$ cat config.mk
export PLATFORM = sky130hd
export DESIGN_NAME = gtp_angle_prep
export DESIGN_NICKNAME = d
export VERILOG_FILES = /design/src/rtl/core/gtp_pkg.sv /design/src/rtl/core/gtp_angle_prep.sv
export SDC_FILE = /design/constraint.sdc
export NUM_CORES = 2
export LEC_CHECK = 0
export BUFFER_PORTS_ARGS = -buffer_cell sky130_fd_sc_hd__buf_2
export CAP_MARGIN = 20
export CELL_PAD_IN_SITES_DETAIL_PLACEMENT = 1
export CELL_PAD_IN_SITES_GLOBAL_PLACEMENT = 1
export CORE_MARGIN = 1
export CORE_UTILIZATION = 44
export CTS_CLUSTER_SIZE = 25
export DETAILED_ROUTE_END_ITERATION = 12
export PLACE_DENSITY = 0.78
export SETUP_SLACK_MARGIN = 0.2
export SLEW_MARGIN = 10
export SYNTH_ARGS = -nofsm -noshare
export SYNTH_HDL_FRONTEND = slang
export SYNTH_SLANG_ARGS = --single-unit
$ cat constraint.sdc
create_clock -name i_clk -period 10.5 [get_ports i_clk]
set_clock_uncertainty 0.1 [all_clocks]
set_input_delay 1.05 -clock i_clk [delete_from_list [all_inputs] [get_ports i_clk]]
set_output_delay 1.05 -clock i_clk [all_outputs]
set_load 0.03 [all_outputs]
$ cat src/rtl/core/gtp_pkg.sv
// shared constants, types and helper functions for the gimbal target point core
package gtp_pkg;

    localparam int COORD_WIDTH    = 32;
    localparam int ANGLE_WIDTH    = 16;
    localparam int TRIG_FRAC_BITS = 18;
    localparam int DIST_WIDTH     = COORD_WIDTH - 1;

    // angle units: 1/64 degree
    localparam int FULL_TURN     = 23040;
    localparam int THREE_QUARTER = 17280;
    localparam int HALF_TURN     = 11520;
    localparam int QUARTER_TURN  = 5760;
    localparam int EIGHTH_TURN   = 2880;

    localparam int TURN_WIDTH = $clog2(FULL_TURN);
    localparam int FRAC_WIDTH = $clog2(QUARTER_TURN);
    localparam int BASE_WIDTH = $clog2(EIGHTH_TURN + 1);
    localparam int WRAP_WIDTH = $clog2((1 << ANGLE_WIDTH) + FULL_TURN);
    localparam int WRAP_TURNS = ((1 << (ANGLE_WIDTH - 1)) + FULL_TURN - 1) / FULL_TURN;
    localparam longint WRAP_RECIP = (longint'(1) << WRAP_WIDTH) / FULL_TURN;

    // pi / 11520 in Q40
    localparam longint RAD_Q40   = 299845282;
    localparam int     RAD_WIDTH = 29;
    localparam int     RAD_SHIFT = 10;

    localparam int Q30_WIDTH  = 30;
    localparam int TERM_WIDTH = 31;
    localparam int ACC_WIDTH  = 32;
    localparam int DIV_SHIFT  = 31;
    localparam longint ONE_Q30 = longint'(1) << 30;

    localparam int TAY_STEPS  = 5;
    localparam int NUM_ANGLES = 5;
    localparam logic [2:0] TAY_LAST = 3'd5;

    localparam int SC_WIDTH    = TRIG_FRAC_BITS + 2;
    localparam int DIR_WIDTH   = TRIG_FRAC_BITS + 3;
    localparam int PROD_WIDTH  = SC_WIDTH + DIR_WIDTH;
    localparam int RSUM_WIDTH  = PROD_WIDTH + 1;
    localparam int TRIG_SHIFT  = 30 - TRIG_FRAC_BITS;
    localparam longint TRIG_HALF = (TRIG_SHIFT > 0) ? (longint'(1) << (TRIG_SHIFT - 1)) : 0;
    localparam longint DIR_HALF  = longint'(1) << (TRIG_FRAC_BITS - 1);
    localparam longint DIR_ONE   = longint'(1) << TRIG_FRAC_BITS;

    // offset scaling
    localparam int MUL_WIDTH  = DIR_WIDTH + DIST_WIDTH;
    localparam int MAG_WIDTH  = MUL_WIDTH + 1 - TRIG_FRAC_BITS;
    localparam int OSUM_WIDTH = ((MAG_WIDTH + 1 > COORD_WIDTH) ? MAG_WIDTH + 1 : COORD_WIDTH) + 1;
    localparam longint COORD_MAX = (longint'(1) << (COORD_WIDTH - 1)) - 1;
    localparam longint COORD_MIN = -(longint'(1) << (COORD_WIDTH - 1));

    // pipeline depths
    localparam int PREP_LAT   = 5;
    localparam int CELL_LAT   = 3;
    localparam int SCALE_LAT  = 2;
    localparam int PASS_DEPTH = PREP_LAT + TAY_STEPS * CELL_LAT + NUM_ANGLES * CELL_LAT;
    localparam int TOTAL_LAT  = PASS_DEPTH + SCALE_LAT;

    // stream packing
    localparam int IN_TDATA_WIDTH =
        ((DIST_WIDTH + 3 * COORD_WIDTH + 5 * ANGLE_WIDTH + 7) / 8) * 8;
    localparam int OUT_TDATA_WIDTH = ((3 * COORD_WIDTH + 7) / 8) * 8;
    localparam int OFS_DIST   = 0;
    localparam int OFS_ORG    = DIST_WIDTH;
    localparam int OFS_ROLL   = DIST_WIDTH + 3 * COORD_WIDTH;
    localparam int OFS_PITCH  = OFS_ROLL + ANGLE_WIDTH;
    localparam int OFS_YAW    = OFS_PITCH + ANGLE_WIDTH;
    localparam int OFS_CPITCH = OFS_YAW + ANGLE_WIDTH;
    localparam int OFS_CYAW   = OFS_CPITCH + ANGLE_WIDTH;

    // rotation lanes in order of application
    localparam logic [2:0] LANE_CAM_PITCH  = 3'd0;
    localparam logic [2:0] LANE_CAM_YAW    = 3'd1;
    localparam logic [2:0] LANE_BODY_ROLL  = 3'd2;
    localparam logic [2:0] LANE_BODY_PITCH = 3'd3;
    localparam logic [2:0] LANE_BODY_YAW   = 3'd4;

    localparam logic [1:0] AXIS_X = 2'd0;
    localparam logic [1:0] AXIS_Y = 2'd1;
    localparam logic [1:0] AXIS_Z = 2'd2;

    localparam logic [1:0] QUAD_0 = 2'd0;
    localparam logic [1:0] QUAD_1 = 2'd1;
    localparam logic [1:0] QUAD_2 = 2'd2;
    localparam logic [1:0] QUAD_3 = 2'd3;

    // taylor divisors and their Q31 reciprocals
    localparam longint SIN_RCP_1 = (longint'(1) << DIV_SHIFT) / 6;
    localparam longint SIN_RCP_2 = (longint'(1) << DIV_SHIFT) / 20;
    localparam longint SIN_RCP_3 = (longint'(1) << DIV_SHIFT) / 42;
    localparam longint SIN_RCP_4 = (longint'(1) << DIV_SHIFT) / 72;
    localparam longint SIN_RCP_5 = (longint'(1) << DIV_SHIFT) / 110;
    localparam longint COS_RCP_1 = (longint'(1) << DIV_SHIFT) / 2;
    localparam longint COS_RCP_2 = (longint'(1) << DIV_SHIFT) / 12;
    localparam longint COS_RCP_3 = (longint'(1) << DIV_SHIFT) / 30;
    localparam longint COS_RCP_4 = (longint'(1) << DIV_SHIFT) / 56;
    localparam longint COS_RCP_5 = (longint'(1) << DIV_SHIFT) / 90;

    typedef struct packed {
        logic [Q30_WIDTH-1:0]         x2;
        logic [TERM_WIDTH-1:0]        sterm;
        logic [TERM_WIDTH-1:0]        cterm;
        logic signed [ACC_WIDTH-1:0]  s;
        logic signed [ACC_WIDTH-1:0]  c;
        logic [1:0]                   quad;
        logic                         swap;
    } t_tay;

    typedef struct packed {
        logic signed [ACC_WIDTH-1:0]  s;
        logic signed [ACC_WIDTH-1:0]  c;
        logic [1:0]                   quad;
        logic                         swap;
    } t_lane;

    typedef struct packed {
        t_lane [NUM_ANGLES-1:0]           lane;
        logic [2:0][DIR_WIDTH-1:0]        dir;
    } t_rot_bus;

    typedef struct packed {
        logic [DIST_WIDTH-1:0]            rng;
        logic [2:0][COORD_WIDTH-1:0]      org;
    } t_pass;

    function automatic logic [6:0] sin_div(input logic [2:0] step);
        logic [6:0] d;
        case (step)
            3'd1:    d = 7'd6;
            3'd2:    d = 7'd20;
            3'd3:    d = 7'd42;
            3'd4:    d = 7'd72;
            default: d = 7'd110;
        endcase
        return d;
    endfunction

    function automatic logic [6:0] cos_div(input logic [2:0] step);
        logic [6:0] d;
        case (step)
            3'd1:    d = 7'd2;
            3'd2:    d = 7'd12;
            3'd3:    d = 7'd30;
            3'd4:    d = 7'd56;
            default: d = 7'd90;
        endcase
        return d;
    endfunction

    function automatic logic [TERM_WIDTH-1:0] sin_rcp(input logic [2:0] step);
        logic [TERM_WIDTH-1:0] r;
        case (step)
            3'd1:    r = TERM_WIDTH'(SIN_RCP_1);
            3'd2:    r = TERM_WIDTH'(SIN_RCP_2);
            3'd3:    r = TERM_WIDTH'(SIN_RCP_3);
            3'd4:    r = TERM_WIDTH'(SIN_RCP_4);
            default: r = TERM_WIDTH'(SIN_RCP_5);
        endcase
        return r;
    endfunction

    function automatic logic [TERM_WIDTH-1:0] cos_rcp(input logic [2:0] step);
        logic [TERM_WIDTH-1:0] r;
        case (step)
            3'd1:    r = TERM_WIDTH'(COS_RCP_1);
            3'd2:    r = TERM_WIDTH'(COS_RCP_2);
            3'd3:    r = TERM_WIDTH'(COS_RCP_3);
            3'd4:    r = TERM_WIDTH'(COS_RCP_4);
            default: r = TERM_WIDTH'(COS_RCP_5);
        endcase
        return r;
    endfunction

    // first component of the rotated pair
    function automatic logic [1:0] pair_a(input logic [2:0] lane);
        logic [1:0] a;
        case (lane)
            LANE_CAM_PITCH, LANE_BODY_PITCH: a = AXIS_Z;
            LANE_BODY_ROLL:                  a = AXIS_Y;
            default:                         a = AXIS_X;
        endcase
        return a;
    endfunction

    // second component of the rotated pair
    function automatic logic [1:0] pair_b(input logic [2:0] lane);
        logic [1:0] b;
        case (lane)
            LANE_CAM_PITCH, LANE_BODY_PITCH: b = AXIS_X;
            LANE_BODY_ROLL:                  b = AXIS_Z;
            default:                         b = AXIS_Y;
        endcase
        return b;
    endfunction

endpackage

$ cat src/rtl/core/gtp_angle_prep.sv
// angle wrap, octant fold and radian conversion ahead of the taylor cells
module gtp_angle_prep import gtp_pkg::*; (
    input  logic                          i_clk,
    input  logic                          i_en,
    input  logic signed [ANGLE_WIDTH-1:0] i_angle,
    output t_tay                          o_tay
);

    logic [WRAP_WIDTH-1:0]           n_u;
    logic [2*WRAP_WIDTH-1:0]         n_prod;
    logic [WRAP_WIDTH-1:0]           r_u, r_qe;
    logic [WRAP_WIDTH-1:0]           n_rem;
    logic [TURN_WIDTH-1:0]           n_m, r_m;
    logic [1:0]                      n_quad, r_quad3, r_quad4, r_quad5;
    logic [FRAC_WIDTH-1:0]           n_f;
    logic                            n_swap, r_swap3, r_swap4, r_swap5;
    logic [BASE_WIDTH-1:0]           n_t, r_t;
    logic [BASE_WIDTH+RAD_WIDTH-1:0] n_xp;
    logic [Q30_WIDTH-1:0]            r_x4, r_x5, r_x2;
    logic [2*Q30_WIDTH-1:0]          n_sq;

    // stage 1: shift positive, estimate turn count
    always_comb begin
        n_u    = WRAP_WIDTH'(int'(i_angle) + WRAP_TURNS * FULL_TURN);
        n_prod = {WRAP_WIDTH'(0), n_u} * {WRAP_WIDTH'(0), WRAP_WIDTH'(WRAP_RECIP)};
    end

    // stage 2: exact remainder
    always_comb begin
        n_rem = r_u - WRAP_WIDTH'(r_qe * WRAP_WIDTH'(FULL_TURN));
        n_m   = (n_rem >= WRAP_WIDTH'(FULL_TURN)) ? TURN_WIDTH'(n_rem - WRAP_WIDTH'(FULL_TURN))
                                                  : TURN_WIDTH'(n_rem);
    end

    // stage 3: quadrant and fold into the first octant
    always_comb begin
        if (r_m >= TURN_WIDTH'(THREE_QUARTER)) begin
            n_quad = QUAD_3;
            n_f    = FRAC_WIDTH'(r_m - TURN_WIDTH'(THREE_QUARTER));
        end else if (r_m >= TURN_WIDTH'(HALF_TURN)) begin
            n_quad = QUAD_2;
            n_f    = FRAC_WIDTH'(r_m - TURN_WIDTH'(HALF_TURN));
        end else if (r_m >= TURN_WIDTH'(QUARTER_TURN)) begin
            n_quad = QUAD_1;
            n_f    = FRAC_WIDTH'(r_m - TURN_WIDTH'(QUARTER_TURN));
        end else begin
            n_quad = QUAD_0;
            n_f    = FRAC_WIDTH'(r_m);
        end
        n_swap = (n_f > FRAC_WIDTH'(EIGHTH_TURN));
        n_t    = n_swap ? BASE_WIDTH'(FRAC_WIDTH'(QUARTER_TURN) - n_f) : BASE_WIDTH'(n_f);
    end

    // stages 4 and 5: radians in Q30, then the rounded square
    always_comb begin
        n_xp = ({RAD_WIDTH'(0), r_t} * {BASE_WIDTH'(0), RAD_WIDTH'(RAD_Q40)})
             + (BASE_WIDTH+RAD_WIDTH)'(512);
        n_sq = ({Q30_WIDTH'(0), r_x4} * {Q30_WIDTH'(0), r_x4})
             + (2*Q30_WIDTH)'(longint'(1) << 29);
    end

    always_ff @(posedge i_clk) begin
        if (i_en) begin
            r_u     <= n_u;
            r_qe    <= n_prod[2*WRAP_WIDTH-1:WRAP_WIDTH];
            r_m     <= n_m;
            r_quad3 <= n_quad;
            r_swap3 <= n_swap;
            r_t     <= n_t;
            r_quad4 <= r_quad3;
            r_swap4 <= r_swap3;
            r_x4    <= n_xp[RAD_SHIFT +: Q30_WIDTH];
            r_quad5 <= r_quad4;
            r_swap5 <= r_swap4;
            r_x5    <= r_x4;
            r_x2    <= n_sq[30 +: Q30_WIDTH];
        end
    end

    always_comb begin
        o_tay.x2    = r_x2;
        o_tay.sterm = TERM_WIDTH'(r_x5);
        o_tay.cterm = TERM_WIDTH'(ONE_Q30);
        o_tay.s     = $signed(ACC_WIDTH'(r_x5));
        o_tay.c     = $signed(ACC_WIDTH'(ONE_Q30));
        o_tay.quad  = r_quad5;
        o_tay.swap  = r_swap5;
    end

endmodule

# Yosys cells after proc, flatten, opt, wreduce, memory -nomap -nowiden
# Index checks and enable logic that the tools add are counted.
[op_classes]
addsub = 9
reduce_logical = 1
multipliers = 4
mux = 7
magnitude_cmp = 5
[op_table]
columns = ["operator", "n"]
rows = [
  ["60-bit by 30-bit adder with 60-bit output (second input constant)", 1],
  ["30-bit by 30-bit multiplier with 60-bit output", 1],
  ["40-bit by 10-bit adder with 40-bit output (second input constant)", 1],
  ["12-bit by 28-bit multiplier with 39-bit output (second input constant)", 1],
  ["13-bit two-way mux", 3],
  ["17-bit by 3-bit multiplier with 20-bit output (second input constant)", 1],
  ["16-bit by 17-bit adder with 17-bit output (second input constant)", 1],
  ["17-bit by 15-bit >= comparator with 1-bit output (second input constant)", 1],
  ["17-bit subtractor", 1],
  ["15-bit by 13-bit >= comparator with 1-bit output (second input constant)", 1],
  ["15-bit by 14-bit >= comparator with 1-bit output (second input constant)", 1],
  ["15-bit >= comparator (second input constant)", 1],
  ["15-bit two-way mux", 1],
  ["15-bit subtractor (second input constant)", 1],
  ["13-bit by 12-bit greater-than comparator with 1-bit output (second input constant)", 1],
  ["13-bit by 10-bit subtractor with 13-bit output (second input constant)", 1],
  ["13-bit by 12-bit subtractor with 13-bit output (second input constant)", 1],
  ["13-bit subtractor (second input constant)", 1],
  ["12-bit two-way mux", 1],
  ["11-bit by 12-bit subtractor with 12-bit output (first input constant)", 1],
  ["3-bit by 6-bit multiplier with 8-bit output (second input constant)", 1],
  ["1-bit two-way mux", 2],
  ["2-bit OR reduction", 1],
]
[word_totals]
regBits = 146
out_inout_bits = 159
inputBits = 18
word_cells = 40

# Depth between registers and ports, before layout
[logic_depth]
word_depth = 6
ltp_mapped = 32
mapped_depth_nobuf = 30

# Least setup slack after synthesis
# OpenSTA, ideal clock, no wires.
[synth_path]
path_kind = "register to register"
from = "register r_x4[8]"
to = "register r_x2[29] (data pin)"
n_path_buf = 2
synth_period_minus_slack_ns = 8.005
arrival_time_ns = 7.646
stages_incl_launch_ff = 28
slack_ns = 2.495
setup_time_ns = 0.260
required_ns = 10.140
path_cell_list = "edfxtp_1 > clkbuf_1 > clkbuf_1 > nand2_1 > fa_1 > fa_1 > inv_1 > fa_1 > inv_1 > fa_1 > inv_1 > fa_1 > fa_1 > fa_1 > inv_1 > fa_1 > inv_1 > ha_1 > and3_1 > a31oi_1 > nand3_1 > a2111oi_0 > a21oi_1 > o31a_1 > o41a_1 > a21oi_1 > o21bai_1 > xnor2_1"
[synth_between]
elab_chain_cells = 2
[synth_rtl]
columns = ["element", "line_no", "source"]
rows = [
  ["start: declaration", "gtp_angle_prep.sv:19", "logic [Q30_WIDTH-1:0] r_x4, r_x5, r_x2;"],
  ["start signal: assignment", "gtp_angle_prep.sv:72", "r_x4 <= n_xp[RAD_SHIFT +: Q30_WIDTH];"],
  ["30-bit by 30-bit multiplier with 60-bit output", "gtp_angle_prep.sv:58", "n_sq = ({Q30_WIDTH'(0), r_x4} * {Q30_WIDTH'(0), r_x4})"],
  ["60-bit by 30-bit adder with 60-bit output", "gtp_angle_prep.sv:59", "+ (2*Q30_WIDTH)'(longint'(1) << 29);"],
  ["net n_sq[59]", "gtp_angle_prep.sv:20", "logic [2*Q30_WIDTH-1:0] n_sq;"],
  ["end signal: assignment", "gtp_angle_prep.sv:76", "r_x2 <= n_sq[30 +: Q30_WIDTH];"],
  ["end: declaration", "gtp_angle_prep.sv:19", ""],
]
# The timed path passes the listed nets, and every way through them passes these cells.
# A chain may end at the register's enable or synchronous reset.

# Worst setup path in the final report
# Ends and elaborated chain as after synthesis.

==> results.tsv <==
metric	value	unit
Total Wirelength	102400	um
Worst path depth	26	
Cell Area, Synth	37640	um2
max cap viols	0	
final hold vios	0	
full die area	86730	um2
Setup CP Type	reg -> reg	
Antenna Cells	0	
initial antenna violation count	6	
First-pass DRT Iterations	7	
# DRC	0	
drt via density	5.101	
first-pass GRT wire length	165000	um
Skew-Pair Late Insertion Delay	0.49	ns
DIE WIDTH	294.5	um
Initial DRC Count	1139	
CP max stage delay	0.96	ns
Total GRT Usage	25.11	%
WP buf/inv	5	
worst-path fanout max	17	
maximum number of pins on one net before global-route repair	94	
layout cells sized above 1	5.653	%
fmax	0.1059	GHz
post-synthesis sequential area ratio	11.65	%
setup bufs post-CTS	0	
predominant post-synthesis flop cell	edfxtp_1	
Die Y	294.5	um
Resize count post-CTS	0	
Num CTS Buffers	17	
critical path's most frequent cell	fa_1	
min cycle time layout	9.445	ns
Critical Path AT	9.57	ns
ys async rst share	0	%
core area	84220	um2
DP Area	39100	um2
slowest library cell on the worst path	edfxtp_1	
count of cell types in the netlist	86	
std cell rows	106	
Bufs on Longest Clock Path	2	
worst reg-to-reg path cell count	26	
Layout Cell Area excl Fill	39650	um2
Crit path required time	10.63	ns
CTS tree	yes	
Mean Syn Cell Area	9.959	um2
Cells after Synth	3780	
DRT antenna net count	0	
Worst Tran Pin Value	1.194	ns
Area growth syn-to-layout	5.338	%
Top delay family on crit path	adder cells	
vias in the first global route	29750	
number of flops mapped to enable cells by yosys	146	
CTS HTree Levels	4	
RSZ-0062 raised after global routing	no	
Rel. slew slack	20.39	%
YS warnings	0	
routability congestion estimate	0.9176	
worst slack, placed	1.141	ns
Setup violations, final	0	
root buf cell	clkbuf_16	
via count	25370	
I/O pin count	177	
crit path launch type	register	
# nets final	5082	
clk slew on worst S/H paths	0.07	ns
CTS Sinks	146	
Final period util	89.96	%
status	finished, final reports clean	
final worst setup slack	1.055	ns
Worst Hold Slack	0.3209	ns
HP Class	reg -> reg	
Initial Utilization	44.70	%
DPL Wire Length	87420	um
worst hold stages	0	
PortBufs	110	
final setup TNS	0	ns
wire per inst	20.60	um
CTS hold repair buffers	0	
endpoint class of the critical path	register	
#FFs+latches synth	146	
final max-slew violation count	0	
GRT overflow	0	
==> layout make-up <==
cell class,instances,area (um2)
Clock buffer,17,425.4
Timing Repair Buffer,149,862.1
Multi-Input combinational cell,2417,28320
Fill cell,9503,44570
Sequential cell,146,4384
Inverter,1095,4110
Clock inverter,15,131.4
Tap cell,1134,1419
==> registers in the layout, summed over array words and instances (netlist names) <==
signal   count
r_quad5      2
r_quad4      2
r_quad3      2
r_swap5      1
r_swap3      1
r_x5        30
r_t         12
r_swap4      1
r_m         15
r_x4        30
r_u         17
r_qe         3
r_x2        30
==> per-layer routing <==
| metal | share of wire (%) | up-vias | GRT usage, % | wire length (um) |
|---|---|---|---|---|
| met1 | 40 | 13260 | 30.64 | 40890 |
| met5 | 0 | - | 0 | 0 |
| met2 | 52 | 633 | 45.20 | 52770 |
| met4 | 4.1 | 0 | 9.997 | 4207 |
| met3 | 4.4 | 220 | 2.685 | 4557 |
| li1 | - | 11260 | - | - |
==> worst register-to-register path, cell delays in order (launching register included) <==
cell and delay, ns:
edfxtp_1 0.96, buf_4 0.28, and2_1 0.22, fa_1 0.48
fa_1 0.55, inv_1 0.06, fa_1 0.48, fa_1 0.53
fa_1 0.56, inv_1 0.05, fa_1 0.38, fa_1 0.51
inv_1 0.05, fa_1 0.47, inv_1 0.04, ha_1 0.28
and3_1 0.21, and4_1 0.24, a41oi_1 0.22, o2111ai_1 0.43
o21ai_0 0.55, a21oi_1 0.25, o31a_1 0.43, o41a_1 0.37
a21oi_1 0.24, o21bai_1 0.11, xnor2_1 0.13
==> synth_stat cells (all sizes together) (7+ instances only) <==
| cell | count | share of area (%) |
|---|---|---|
| or2 | 7 | 0.12 |
| xnor2 | 80 | 1.9 |
| nand2 | 273 | 2.7 |
| fa | 797 | 42 |
| o21bai | 9 | 0.18 |
| edfxtp | 146 | 12 |
| a21o | 28 | 0.56 |
| clkbuf | 84 | 0.84 |
| o21a | 9 | 0.18 |
| and3 | 13 | 0.22 |
| ha | 441 | 15 |
| a21oi | 76 | 1.0 |
| xor2 | 55 | 1.3 |
| inv | 1092 | 11 |
| nand4 | 18 | 0.33 |
| nand2b | 16 | 0.27 |
| and2 | 196 | 3.3 |
| nor2 | 96 | 0.96 |
| nor3 | 18 | 0.25 |
| a31oi | 10 | 0.17 |
| nand3 | 18 | 0.25 |
| o21ai | 50 | 0.66 |
| a31o | 8 | 0.19 |
| buf | 102 | 2.0 |
| nor2b | 24 | 0.40 |
==> placed cells by master, fill, tap and decap left out, types with 10 or more instances in the layout <==
cell type,netlist,layout
a21o_1,28,28
buf_2,5,109
clkbuf_16,0,17
buf_4,97,38
a31oi_1,10,10
and2_1,194,194
conb_1,2,66
xor2_1,54,54
nor2_1,96,96
fa_1,797,797
nor3_1,17,17
inv_1,1092,1092
and3_1,12,12
nand2_1,273,273
nand3_1,17,17
edfxtp_1,146,146
nor2b_1,24,24
nand2b_1,16,16
nand4_1,16,16
ha_1,441,441
a21oi_1,75,75
o21ai_0,46,46
xnor2_1,79,79
==> cell families after synthesis <==
logic type	share of synthesized area, %
and+or+nand+nor	9.533
other	0.01995
adders and majority gates	57.04
xor gates and xnor gates	3.241
buffers and inverters	13.76
DFF	11.65
AOI/OAI and AO/OA	4.623
muxes	0.1363
==> final timing paths <==
| kind | to | slack, ns | start |
|---|---|---|---|
| max | r_x2[29]$_DFFE_PP_ | 1.05 | r_x4[8]$_DFFE_PP_ |
| min | r_quad4[0]$_DFFE_PP_ | 0.32 | r_quad3[0]$_SDFFCE_PN1P_ |
| max reg2reg | r_x2[29]$_DFFE_PP_ | 1.05 | r_x4[8]$_DFFE_PP_ |
| min reg2reg | r_quad4[0]$_DFFE_PP_ | 0.32 | r_quad3[0]$_SDFFCE_PN1P_ |
==> metrics by stage <==
stage,instances,utilization [%]
floorplan,3844,-
global placement,4940,46.41
detailed placement,4941,46.42
global route,4973,47.08
finish,4973,47.08
CTS,4973,47.08
Power is not shown: default switching activity piles up to over one toggle a cycle in this logic, so the estimate is an artifact.
